==> config.mk <==
export PLATFORM = sky130hd
export DESIGN_NAME = serial_line_assembler_flat
export DESIGN_NICKNAME = d
export VERILOG_FILES = /design/src/hdl/sla_pkg.sv /design/src/hdl/sla_channels.sv /design/src/hdl/serial_line_assembler.sv /design/src/hdl/sla_store.sv /design/src/hdl/sla_ctrl.sv /design/src/flat_wrapper.sv
export SDC_FILE = /design/constraint.sdc
export NUM_CORES = 1
export LEC_CHECK = 0
export BUFFER_PORTS_ARGS = -buffer_cell sky130_fd_sc_hd__buf_2
export CAP_MARGIN = 15
export CELL_PAD_IN_SITES_DETAIL_PLACEMENT = 0
export CELL_PAD_IN_SITES_GLOBAL_PLACEMENT = 1
export CORE_MARGIN = 1.5
export CORE_UTILIZATION = 30
export DETAILED_ROUTE_END_ITERATION = 8
export MAX_ROUTING_LAYER = met4
export PLACE_DENSITY = 0.57
export SLEW_MARGIN = 20
export SYNTH_ARGS = -nofsm -noshare
export SYNTH_HDL_FRONTEND = slang
export SYNTH_HIERARCHICAL = 1
export SYNTH_SLANG_ARGS = --single-unit
==> constraint.sdc <==
create_clock -name clock -period 5.1 [get_ports clock]
set_input_delay 1.02 -clock clock [delete_from_list [all_inputs] [get_ports clock]]
set_output_delay 1.02 -clock clock [all_outputs]
set_load 0.005 [all_outputs]
==> src/hdl/sla_pkg.sv <==
`default_nettype none
package sla_pkg;

   localparam logic [7:0] CH_CR  = 8'h0D;
   localparam logic [7:0] CH_LF  = 8'h0A;
   localparam logic [7:0] CH_BS  = 8'h08;
   localparam logic [7:0] CH_DEL = 8'h7F;

   localparam logic KIND_LINE  = 1'b0;
   localparam logic KIND_ERROR = 1'b1;

   typedef enum logic [1:0] {
      ST_IDLE,
      ST_REPLAY,
      ST_ERROR
   } state_type;

   // request from the controller to load the output register
   typedef struct packed {
      logic load;
      logic kind;
      logic last;
   } emit_type;

endpackage
`default_nettype wire

==> src/hdl/sla_channels.sv <==
`default_nettype none
interface sla_req_if;
   logic       valid;
   logic       ready;
   logic [7:0] rx_byte;

   modport source (output valid, output rx_byte, input ready);
   modport sink (input valid, input rx_byte, output ready);
endinterface

interface sla_rsp_if;
   logic       valid;
   logic       ready;
   logic       kind;
   logic [7:0] line_byte;
   logic       last;

   modport source (output valid, output kind, output line_byte, output last, input ready);
   modport sink (input valid, input kind, input line_byte, input last, output ready);
endinterface
`default_nettype wire

==> src/hdl/serial_line_assembler.sv <==
// Serial line assembler: builds command lines from received bytes.
// req_if carries one received byte per item (rx_byte). rsp_if carries the
// results: line bytes (kind 0) with last on the final byte of a line, or a
// single line-too-long error (kind 1, line_byte 0, last 1).
// Ordinary bytes, backspace/delete and bytes dropped in discard mode are
// taken at one item per cycle while idle and give no result. Carriage
// return or line feed on a non-empty line starts a replay: the first
// byte is read into the store's read register and then loaded into the
// output register; the rest follow at one byte per cycle while rsp_if is
// ready, set by the single read port of the line store. A replay holds
// req_if.ready low until its last byte is loaded. An overflowing byte
// holds req_if.ready low while the error is loaded.
// When rsp_if stalls, the output register holds its item; replay and error
// delivery wait, and req_if.ready stays low until they are done. A result
// waiting in the output register does not block ordinary bytes.
// Reset clears the fill count, discard mode and the output valid; the
// store contents are not cleared, since only written entries are replayed.
`default_nettype none
module serial_line_assembler #(
   parameter int LINE_MAX = 64
) (
   input  wire logic  clock,
   input  wire logic  reset,
   sla_req_if.sink    req_if,
   sla_rsp_if.source  rsp_if
);

   localparam int AW = (LINE_MAX > 1) ? $clog2(LINE_MAX) : 1;
   localparam int CW = $clog2(LINE_MAX + 1);

   sla_pkg::emit_type emit;
   logic              out_free;
   logic              wr_en;
   logic [AW-1:0]     wr_addr;
   logic              rd_en;
   logic [AW-1:0]     rd_addr;
   logic [7:0]        rd_data;

   // output register
   logic              rsp_valid_ff;
   logic              rsp_kind_ff;
   logic [7:0]        rsp_byte_ff;
   logic              rsp_last_ff;

   assign out_free = !rsp_valid_ff || rsp_if.ready;

   sla_ctrl #(
      .LINE_MAX (LINE_MAX),
      .AW       (AW),
      .CW       (CW)
   ) u_ctrl (
      .clock    (clock),
      .reset    (reset),
      .in_valid (req_if.valid),
      .in_byte  (req_if.rx_byte),
      .in_ready (req_if.ready),
      .out_free (out_free),
      .emit     (emit),
      .wr_en    (wr_en),
      .wr_addr  (wr_addr),
      .rd_en    (rd_en),
      .rd_addr  (rd_addr)
   );

   sla_store #(
      .DEPTH (LINE_MAX),
      .AW    (AW)
   ) u_store (
      .clock   (clock),
      .wr_en   (wr_en),
      .wr_addr (wr_addr),
      .wr_data (req_if.rx_byte),
      .rd_en   (rd_en),
      .rd_addr (rd_addr),
      .rd_data (rd_data)
   );

   // advance valid: set on load, drop once the sink takes the item
   always_ff @(posedge clock) begin
      if (reset) begin
         rsp_valid_ff <= 1'b0;
      end else if (emit.load) begin
         rsp_valid_ff <= 1'b1;
      end else if (rsp_if.ready) begin
         rsp_valid_ff <= 1'b0;
      end
   end

   // payload: error items carry a zero byte
   always_ff @(posedge clock) begin
      if (emit.load) begin
         rsp_kind_ff <= emit.kind;
         rsp_last_ff <= emit.last;
         rsp_byte_ff <= (emit.kind == sla_pkg::KIND_ERROR) ? 8'h00 : rd_data;
      end
   end

   assign rsp_if.valid     = rsp_valid_ff;
   assign rsp_if.kind      = rsp_kind_ff;
   assign rsp_if.line_byte = rsp_byte_ff;
   assign rsp_if.last      = rsp_last_ff;

endmodule
`default_nettype wire

==> src/hdl/sla_store.sv <==
`default_nettype none
module sla_store #(
   parameter int DEPTH = 64,
   parameter int AW    = 6
) (
   input  wire logic          clock,
   input  wire logic          wr_en,
   input  wire logic [AW-1:0] wr_addr,
   input  wire logic [7:0]    wr_data,
   input  wire logic          rd_en,
   input  wire logic [AW-1:0] rd_addr,
   output logic [7:0]         rd_data
);

   logic [7:0] mem [DEPTH];
   logic [7:0] rd_data_ff;

   always_ff @(posedge clock) begin
      if (wr_en) begin
         mem[wr_addr] <= wr_data;
      end
   end

   // hold read data until the next read
   always_ff @(posedge clock) begin
      if (rd_en) begin
         rd_data_ff <= mem[rd_addr];
      end
   end

   assign rd_data = rd_data_ff;

endmodule
`default_nettype wire

==> src/hdl/sla_ctrl.sv <==
`default_nettype none
module sla_ctrl #(
   parameter int LINE_MAX = 64,
   parameter int AW       = 6,
   parameter int CW       = 7
) (
   input  wire logic          clock,
   input  wire logic          reset,
   input  wire logic          in_valid,
   input  wire logic [7:0]    in_byte,
   output logic               in_ready,
   input  wire logic          out_free,
   output sla_pkg::emit_type  emit,
   output logic               wr_en,
   output logic [AW-1:0]      wr_addr,
   output logic               rd_en,
   output logic [AW-1:0]      rd_addr
);

   sla_pkg::state_type state_ff, state_in;
   logic [CW-1:0] fill_ff, fill_in;
   logic          disc_ff, disc_in;
   logic [AW-1:0] idx_ff, idx_in;

   logic          take;
   logic          is_eol;
   logic          is_bs;
   logic          has_room;
   logic          at_last;

   assign take     = in_valid && in_ready;
   assign is_eol   = (in_byte == sla_pkg::CH_CR) || (in_byte == sla_pkg::CH_LF);
   assign is_bs    = (in_byte == sla_pkg::CH_BS) || (in_byte == sla_pkg::CH_DEL);
   assign has_room = fill_ff < CW'(LINE_MAX);
   assign at_last  = CW'(idx_ff) == (fill_ff - CW'(1));

   // next state
   always_comb begin
      state_in = state_ff;
      unique case (state_ff)
         sla_pkg::ST_IDLE: begin
            if (take && is_eol && !disc_ff && (fill_ff != '0)) begin
               state_in = sla_pkg::ST_REPLAY;
            end else if (take && !is_eol && !disc_ff && !is_bs && !has_room) begin
               state_in = sla_pkg::ST_ERROR;
            end
         end
         sla_pkg::ST_REPLAY: begin
            if (out_free && at_last) begin
               state_in = sla_pkg::ST_IDLE;
            end
         end
         sla_pkg::ST_ERROR: begin
            if (out_free) begin
               state_in = sla_pkg::ST_IDLE;
            end
         end
         default: state_in = sla_pkg::ST_IDLE;
      endcase
   end

   // outputs and counter updates
   always_comb begin
      in_ready  = 1'b0;
      emit      = '0;
      wr_en     = 1'b0;
      wr_addr   = fill_ff[AW-1:0];
      rd_en     = 1'b0;
      rd_addr   = '0;
      fill_in   = fill_ff;
      disc_in   = disc_ff;
      idx_in    = idx_ff;
      unique case (state_ff)
         sla_pkg::ST_IDLE: begin
            in_ready = 1'b1;
            if (take) begin
               if (is_eol) begin
                  if (disc_ff) begin
                     // end of discard: drop silently
                     disc_in = 1'b0;
                     fill_in = '0;
                  end else if (fill_ff != '0) begin
                     // start replay with the first entry
                     rd_en  = 1'b1;
                     idx_in = '0;
                  end
               end else if (disc_ff) begin
                  // drop everything until end of line
               end else if (is_bs) begin
                  if (fill_ff != '0) begin
                     fill_in = fill_ff - CW'(1);
                  end
               end else if (has_room) begin
                  wr_en   = 1'b1;
                  fill_in = fill_ff + CW'(1);
               end else begin
                  fill_in = '0;
                  disc_in = 1'b1;
               end
            end
         end
         sla_pkg::ST_REPLAY: begin
            if (out_free) begin
               emit.load = 1'b1;
               emit.kind = sla_pkg::KIND_LINE;
               emit.last = at_last;
               if (at_last) begin
                  fill_in = '0;
               end else begin
                  // fetch the next entry while this one leaves
                  rd_en   = 1'b1;
                  rd_addr = idx_ff + AW'(1);
                  idx_in  = idx_ff + AW'(1);
               end
            end
         end
         sla_pkg::ST_ERROR: begin
            if (out_free) begin
               emit.load = 1'b1;
               emit.kind = sla_pkg::KIND_ERROR;
               emit.last = 1'b1;
            end
         end
         default: ;
      endcase
   end

   always_ff @(posedge clock) begin
      if (reset) begin
         state_ff <= sla_pkg::ST_IDLE;
         fill_ff  <= '0;
         disc_ff  <= 1'b0;
         idx_ff   <= '0;
      end else begin
         state_ff <= state_in;
         fill_ff  <= fill_in;
         disc_ff  <= disc_in;
         idx_ff   <= idx_in;
      end
   end

   a_fill_bound: assert property (@(posedge clock) disable iff (reset)
      fill_ff <= CW'(LINE_MAX))
      else $error("fill count beyond store depth");

   a_replay_idx: assert property (@(posedge clock) disable iff (reset)
      (state_ff == sla_pkg::ST_REPLAY) |-> (CW'(idx_ff) < fill_ff))
      else $error("replay index past fill count");

   a_disc_empty: assert property (@(posedge clock) disable iff (reset)
      disc_ff |-> (fill_ff == '0))
      else $error("store not empty while discarding");

   a_emit_free: assert property (@(posedge clock) disable iff (reset)
      emit.load |-> (out_free && (state_ff != sla_pkg::ST_IDLE)))
      else $error("result loaded into a busy output register");

endmodule
`default_nettype wire

==> src/flat_wrapper.sv <==
// flat-port wrapper written by rule: the top's interface ports become plain ports
module serial_line_assembler_flat 
#(
   parameter int LINE_MAX = 64
)
  (clock, reset, req_if_valid, req_if_rx_byte, req_if_ready, rsp_if_valid, rsp_if_kind, rsp_if_line_byte, rsp_if_last, rsp_if_ready);
  sla_req_if req_if_i ();
  sla_rsp_if rsp_if_i ();
  input  wire logic clock;
  input  wire logic reset;
  input wire logic [$bits(req_if_i.valid)-1:0] req_if_valid;
  input wire logic [$bits(req_if_i.rx_byte)-1:0] req_if_rx_byte;
  output wire logic [$bits(req_if_i.ready)-1:0] req_if_ready;
  output wire logic [$bits(rsp_if_i.valid)-1:0] rsp_if_valid;
  output wire logic [$bits(rsp_if_i.kind)-1:0] rsp_if_kind;
  output wire logic [$bits(rsp_if_i.line_byte)-1:0] rsp_if_line_byte;
  output wire logic [$bits(rsp_if_i.last)-1:0] rsp_if_last;
  input wire logic [$bits(rsp_if_i.ready)-1:0] rsp_if_ready;
  assign req_if_i.valid = req_if_valid;
  assign req_if_i.rx_byte = req_if_rx_byte;
  assign req_if_ready = req_if_i.ready;
  assign rsp_if_valid = rsp_if_i.valid;
  assign rsp_if_kind = rsp_if_i.kind;
  assign rsp_if_line_byte = rsp_if_i.line_byte;
  assign rsp_if_last = rsp_if_i.last;
  assign rsp_if_i.ready = rsp_if_ready;
  serial_line_assembler #(.LINE_MAX(LINE_MAX)) u_core (.clock(clock), .reset(reset), .req_if(req_if_i), .rsp_if(rsp_if_i));
endmodule
---- Yosys cells after proc, flatten, opt, wreduce, memory -nomap -nowiden ----
Memories as Yosys holds them, arrays and structs flattened. A register that Yosys moved wholly into a read port is not among the register bits.
Cells that the tools add are included.
cells by class
  magnitude comparators ................... 1
  add/sub/neg operators ................... 3
  muxes and demuxes ....................... 50
  eq/ne operators ......................... 20
  reductions and logical operators ........ 25
operator list
  cell                   count
  $mux W7                9
  $mux W6                9
  $eq A8 B4 Y1 const B   3
  $mux W1                21
  $ne A2 B2 Y1 const B   9
  $pmux W7 S2            1
  $reduce_and A7 Y1      2
  $pmux W6 S2            1
  $logic_and A1 B1 Y1    9
  $ne A3 B3 Y1 const B   3
  $eq A8 B7 Y1 const B   1
  $mux W2                4
  $add A7 B1 Y7 const B  1
  $eq A6 B7 Y1           1
  $lt A7 B7 Y1 const B   1
  $reduce_bool A7 Y1     1
  $sub A7 B1 Y7 const B  1
  $add A6 B1 Y6 const B  1
  $mux W3                2
  $pmux W2 S3            1
  $pmux W3 S2            1
  $logic_not A1 Y1       5
  $ne A4 B4 Y1 const B   1
  $reduce_bool A2 Y1     2
  7 further kinds        9
word-level totals
  input port bits ......................... 12
  flip-flop bits (word level) ............. 27
  memories kept ........................... 1
  word-level logic and storage cells ...... 108
  output and inout port bits .............. 12
  bits in writable memories ............... 512
memories
  name                depth  bits a word  read ports  clocked after Yosys merged registers in  write ports  line             source
  u_core.u_store.mem  64     8            1           1                                        1            sla_store.sv:15  logic [7:0] mem [DEPTH];

---- Logic depth before layout (Yosys ltp) ----
  depth after elaboration ................. 10
  mapped depth ............................ 18

---- By module ----
The synthesis kept the hierarchy.
modules (own cells, without submodules)
  module                 cells each  instances  area an instance (um^2)
  sla_store              940         1          20,246.9
  sla_ctrl               228         1          1,727.9
  serial_line_assembler  22          1          396.6

---- Worst setup path after synthesis ----
Ideal clock, no wire load.
  path type ............................... register to register
  start point ............................. register u_core.u_ctrl.fill_ff[1]
  end point ............................... register u_core.u_store.rd_data_ff[3], in the netlist u_core/u_store/rd_data[3], read port of u_core.u_store.mem, data pin
  setup time .............................. 0.273 ns
  cell stages (with the launch flop) ...... 16
  data arrival time ....................... 3.560 ns
  data required time ...................... 4.827 ns
  slack ................................... 1.268 ns
  path through ............................ dfxtp_1 clkbuf_1 inv_1 ha_1 or3b_4 nor4_4 nor4_4 o211ai_4 nand3_2 nor2_1 buf_6 buf_4 mux4_2 mux4_2 o21ai_1 o41ai_1
between the ends
  elaborated cells between the ends (all ways) .. 13
RTL lines
  what                    line                         source
  from (decl)             sla_ctrl.sv:21               logic [CW-1:0] fill_ff, fill_in;
  from (signal assigned)  sla_ctrl.sv:136              fill_ff <= fill_in;
  $sub A7 B1 Y7           sla_ctrl.sv:35               assign at_last = CW'(idx_ff) == (fill_ff - CW'(1));
  $eq A6 B7 Y1            sla_ctrl.sv:35
  $mux W6                 sla_ctrl.sv:107              if (at_last) begin
  $mux W6                 sla_ctrl.sv:103              if (out_free) begin
  $mux W6                 sla_ctrl.sv:73               unique case (state_ff)
  net u_core.rd_addr[0]   serial_line_assembler.sv:36  logic [AW-1:0] rd_addr;
  to (decl)               sla_store.sv:16              logic [7:0] rd_data_ff;
The timed path passes the listed nets, and every way through them passes these cells.
A chain may end at the register's enable or synchronous reset.

---- Worst setup path after layout ----
  start point ............................. register u_core.u_ctrl.fill_ff[0]
  end point ............................... register u_core.u_store.rd_data_ff[4], in the netlist u_core/u_store/rd_data[4], read port of u_core.u_store.mem, data pin
Same word-level chain as after synthesis.

==> results by stage <==
Yosys:
- The mean instance size in the synthesized netlist is ~19 um2.
- The synthesized instance count is ~1200.
- The largest total area in the synthesized netlist belongs to sky130_fd_sc_hd__edfxtp_1.
- The async set-reset flop share out of synthesis is 0.
- By count the netlist is led by sky130_fd_sc_hd__edfxtp_1, sky130_fd_sc_hd__mux4_2, sky130_fd_sc_hd__nor2_1, sky130_fd_sc_hd__nand2_1.
- The register area share after synthesis is 0.727.
- The number of flip-flops and latches in the synthesized netlist is around 550.
- Synthesis instantiated a little under 80 different standard cells from the library.
- Of the post-synthesis cell area, the dominant cell type holds 0.711.
- The synthesized cell area is between 20000 and 25000 um2.
- In the post-synthesis netlist, the cell with the most instances is sky130_fd_sc_hd__edfxtp_1.
- The commonest register cell after synthesis is sky130_fd_sc_hd__edfxtp_1.
- The net count after synthesis is roughly 1200.
- The number of enable flip-flop cells after synthesis is 530.
- By area the synthesized netlist is led by sky130_fd_sc_hd__edfxtp_1, sky130_fd_sc_hd__mux4_2, sky130_fd_sc_hd__nor2_1.
- During synthesis, Yosys emitted a total of 6 warnings.

Min path:
- The critical hold path startpoint is u_core/u_ctrl/state_ff[0].
- The type of the tightest min-delay check is register to register.
- The worst hold path terminates at u_core/u_ctrl/state_ff[0].
- The depth of the worst hold-timing path is 2.

Final layout:
- After filler insertion, the fill cell instance count of the layout stands at ~6900.
- Summing all flip-flop and latch instances after layout gives 16300 um2.
- The final layout contains roughly 1300 nets.
- Of the cells placed in the final design, the portion with a size suffix greater than 1 is 0.255.
- For this run, the number of standard cells in the final layout without fillers is about 2300.
- The end-of-flow core utilization is 0.350.
- From synthesis to final layout, the design area changed by 14.6%.
- The area taken by multi-input logic gates is ~5700 um2.

Die:
- The total area inside the core boundary comes to ~73000 um2.
- During I/O placement, the number of pins put on the boundary was 24.
- The total die area is ~76000 um2.
- The x dimension of the die is about 280 um.
- Row generation in the floorplan step produced between 90 and 100 rows.
- For this configuration, the core starts out at a cell density of 0.305.
- The die extent in y is between 200 and 300 um.

Place:
- The worst setup timing slack at the placement stage is about 0.4 ns.
- The count of buffers added on input and output ports is 23.
- The total placed cells including tap cells is 2174.
- The routability congestion estimate is between 0.8 and 0.9.
- The half-perimeter wire length after placement is around 36000 um.

Timing:
- On the final layout, the worst clock skew is around 0.016 ns.
- For this run, the top clock speed supported by timing is 0.214 GHz.
- The minimum clock period is ~4.7 ns.
- The number of hold violations in the final report came to 0.
- Setup violations remaining at the end of the flow were counted as 0.
- For the pin with the worst max-slew slack, the measured transition is 1.04 ns.
- In the post-route analysis, the smallest setup slack over all paths is between 0.4 and 0.5 ns.
- Of the available clock period, the critical path in the final layout requires 0.916.
- In this run the tightest slew margin relative to its limit is 0.307.
- The sum of negative setup slack is 0 ns.
- The max-slew violation count is 0.
- Setup repair after global routing left no endpoint under its margin.

Worst setup path:
- The worst path arrival time is about 5.1 ns.
- For flop-to-flop paths, the worst setup slack is between 0.4 and 0.5 ns.
- The worst setup path is of the register to register kind.
- The largest driver fanout on the critical path is 56.
- The startpoint of the lowest-slack register-to-register path is u_core/u_ctrl/fill_ff[0].
- The capture point of the worst reg-to-reg path is u_core/u_store/rd_data[4].
- The type of element launching the critical path is a register.
- Measured in cells, the most critical reg-to-reg path has a length of 15.
- The required arrival time at the worst endpoint is between 5 and 6 ns.
- The type of element capturing the critical path is a register.

Detailed routing:
- After detailed routing, the number of vias per cell comes to between 5 and 6.
- The pre-antenna-repair detailed-routing pass consisted of 5 iterations.
- The post-detailed-routing wire length is around 57000 um.
- The per-cell routed wire length is roughly 25 um.
- The violation count after the first detailed-route iteration is approximately 980.
- In the routed design, unresolved DRC markers number 0.
- The number of nets still failing antenna checks after routing is 0.
- The routed layout has approximately 12000 vias.

Pwr:
- The share of power burned in combinational logic is 0.060.
- The share of total power dissipated in sequential elements is 0.529.
- For this design the ratio of total power to cell area is around 370 nW/um2.
- The peak supply drop is approximately 240 uV.
- The standby leakage power is around 7.7 nW.
- Cell internal power was estimated by the tool at between 7 and 8 mW.
- The fraction of power consumed by the clock network is 0.411.
- The net switching share of the total power is 0.223.
- For this design the total switching power over the nets is between 2 and 2.5 mW.

GRT:
- The largest net degree at the start of global routing is 77.
- For this run, the total global-route usage over all layers was measured as 0.155.
- The first global-routing pass estimated approximately 85000 um of wire.
- Summed over all layers, the global routing overflow is 0.
- The number of global-route vias before repair is between 10000 and 15000.
- The initial antenna violation count is 3.

Clock tree:
- The cts-stage hold buffer count is 0.
- The post-cts resize count is 0.
- Clock-pin slew was measured on the worst setup and hold paths at ~0.060 ns.
- The cell sitting at the root of the clock tree is a sky130_fd_sc_hd__clkbuf_16.
- The clock tree from TritonCTS is done.
- The longest clock path from root to sink contains 3 buffers.
- The clock reaches the later pin of the worst-skew pair after 0.62 ns.
- The maximum level of the CTS H-tree is 2.
- The post-CTS setup repair buffer count is 0.
- The total clock sinks is approximately 550.
- TritonCTS created 57 clock buffers.

Outcome:
- The run finished with clean final reports.

Job:
- Max-cap violations in this run came to 0.
state kept, by name, summed over array words and instances (netlist names):
name                     cells
u_core/rsp_if.kind           1
u_core/rsp_if.last           1
u_core/rsp_if.line_byte      8
u_core/rsp_if.valid          1
u_core/u_ctrl/disc_ff        1
u_core/u_ctrl/fill_ff        7
u_core/u_ctrl/idx_ff         6
u_core/u_ctrl/state_ff       2
u_core/u_store/mem         512
u_core/u_store/rd_data       8
cell families (layout without fill, tap and decap cells):
family                   after synthesis  count (layout)  share of synthesized area
flip-flops                           547             547                      0.727
AND/OR/NAND/NOR                      258             258                     0.0581
multiplexers                         166             166                      0.146
AO/OA/AOI/OAI                        122             122                     0.0426
buffers and inverters                 83             207                     0.0207
XOR/XNOR                               8               8                    0.00313
adder cells (fa/ha/maj)                6               6                    0.00336
other                                  0               1                          0
layout make-up:
type	instances	share of cell area
Sequential cell	547	0.634
Multi-Input combinational cell	560	0.222
Clock buffer	67	0.0571
Tap cell	959	0.0468
Timing Repair Buffer	94	0.0282
Clock inverter	32	0.00971
Inverter	14	0.00205
Antenna cell	1	0.0000976
placed cells by master, fill, tap and decap left out, types with 6 or more instances in the layout:
cell / n
sky130_fd_sc_hd__dfxtp_1: 17
sky130_fd_sc_hd__nor3_1: 15
sky130_fd_sc_hd__mux2i_1: 26
sky130_fd_sc_hd__clkbuf_16: 57
sky130_fd_sc_hd__a221oi_1: 6
sky130_fd_sc_hd__o32ai_1: 8
sky130_fd_sc_hd__buf_2: 23
sky130_fd_sc_hd__mux2_2: 13
sky130_fd_sc_hd__o22ai_1: 9
sky130_fd_sc_hd__nand2_1: 45
sky130_fd_sc_hd__inv_1: 14
sky130_fd_sc_hd__buf_4: 65
sky130_fd_sc_hd__o21ai_0: 12
sky130_fd_sc_hd__nor2b_1: 25
sky130_fd_sc_hd__nand3b_1: 6
sky130_fd_sc_hd__clkinv_2: 12
sky130_fd_sc_hd__edfxtp_1: 530
sky130_fd_sc_hd__buf_12: 6
sky130_fd_sc_hd__nand3_1: 22
sky130_fd_sc_hd__o221ai_1: 8
sky130_fd_sc_hd__a211oi_1: 6
sky130_fd_sc_hd__mux4_2: 126
sky130_fd_sc_hd__nor2_1: 96
sky130_fd_sc_hd__clkbuf_1: 10
sky130_fd_sc_hd__clkinv_1: 12
sky130_fd_sc_hd__ha_1: 6
sky130_fd_sc_hd__nand2b_1: 11
per-stage QoR:
stage	power (mW)	hold slack, ns	cell area [um2]
floorplan	5.41	0.456	22400
global placement	5.66	0.479	23900
detailed placement	5.67	0.484	23900
CTS	9.57	0.493	25600
global route	9.78	0.525	25600
finish	9.47	0.488	25600
how the worst max path moves through the flow:
stage	from	endpoint	cells past startpoint
CTS	u_core/u_ctrl/fill_ff[0]	u_core/u_store/rd_data[4]	15
floorplan	u_core/u_ctrl/fill_ff[1]	u_core/u_store/rd_data[3]	15
global route	u_core/u_ctrl/fill_ff[0]	u_core/u_store/rd_data[4]	15
finish	u_core/u_ctrl/fill_ff[0]	u_core/u_store/rd_data[4]	15
detailed placement	u_core/u_ctrl/fill_ff[0]	u_core/u_store/rd_data[4]	15
global placement	u_core/u_ctrl/fill_ff[0]	u_core/u_store/rd_data[4]	15
power groups by stage:
stage / logic, mW / registers, mW / clock network [mW]
final: 0.566 / 5.01 / 3.89
after global routing: 0.614 / 5.01 / 4.16
after CTS: 0.565 / 5.01 / 4.00
after detailed placement: 0.564 / 5.10 / 0
after global placement: 0.555 / 5.10 / 0
after floorplan: 0.319 / 5.10 / 0
metal layers:
| layer | global-route usage | vias to the layer above | wire length, um |
|---|---|---|---|
| met1 | 0.216 | 6206 | 26200 |
| met4 | 0.0401 | 0 | 1150 |
| met2 | 0.235 | 335 | 26400 |
| li1 | - | 5048 | - |
| met5 | - | - | 0 |
| met3 | 0.0270 | 84 | 3270 |
worst max-delay path: stages (launching register included):
cell and delay (ns):
sky130_fd_sc_hd__dfxtp_1 0.31, sky130_fd_sc_hd__inv_1 0.07, sky130_fd_sc_hd__ha_1 0.22, sky130_fd_sc_hd__or3b_4 0.44
sky130_fd_sc_hd__nor4_4 0.33, sky130_fd_sc_hd__nor4_4 0.10, sky130_fd_sc_hd__o211ai_4 0.16, sky130_fd_sc_hd__nand3_2 0.34
sky130_fd_sc_hd__nor2_4 0.33, sky130_fd_sc_hd__buf_12 0.38, sky130_fd_sc_hd__buf_4 0.30, sky130_fd_sc_hd__mux4_2 0.23
sky130_fd_sc_hd__nor2_1 0.05, sky130_fd_sc_hd__nor4_1 0.60, sky130_fd_sc_hd__nor3_1 0.19, sky130_fd_sc_hd__o32ai_1 0.33
No activity file was read; power rests on OpenSTA's default activity.
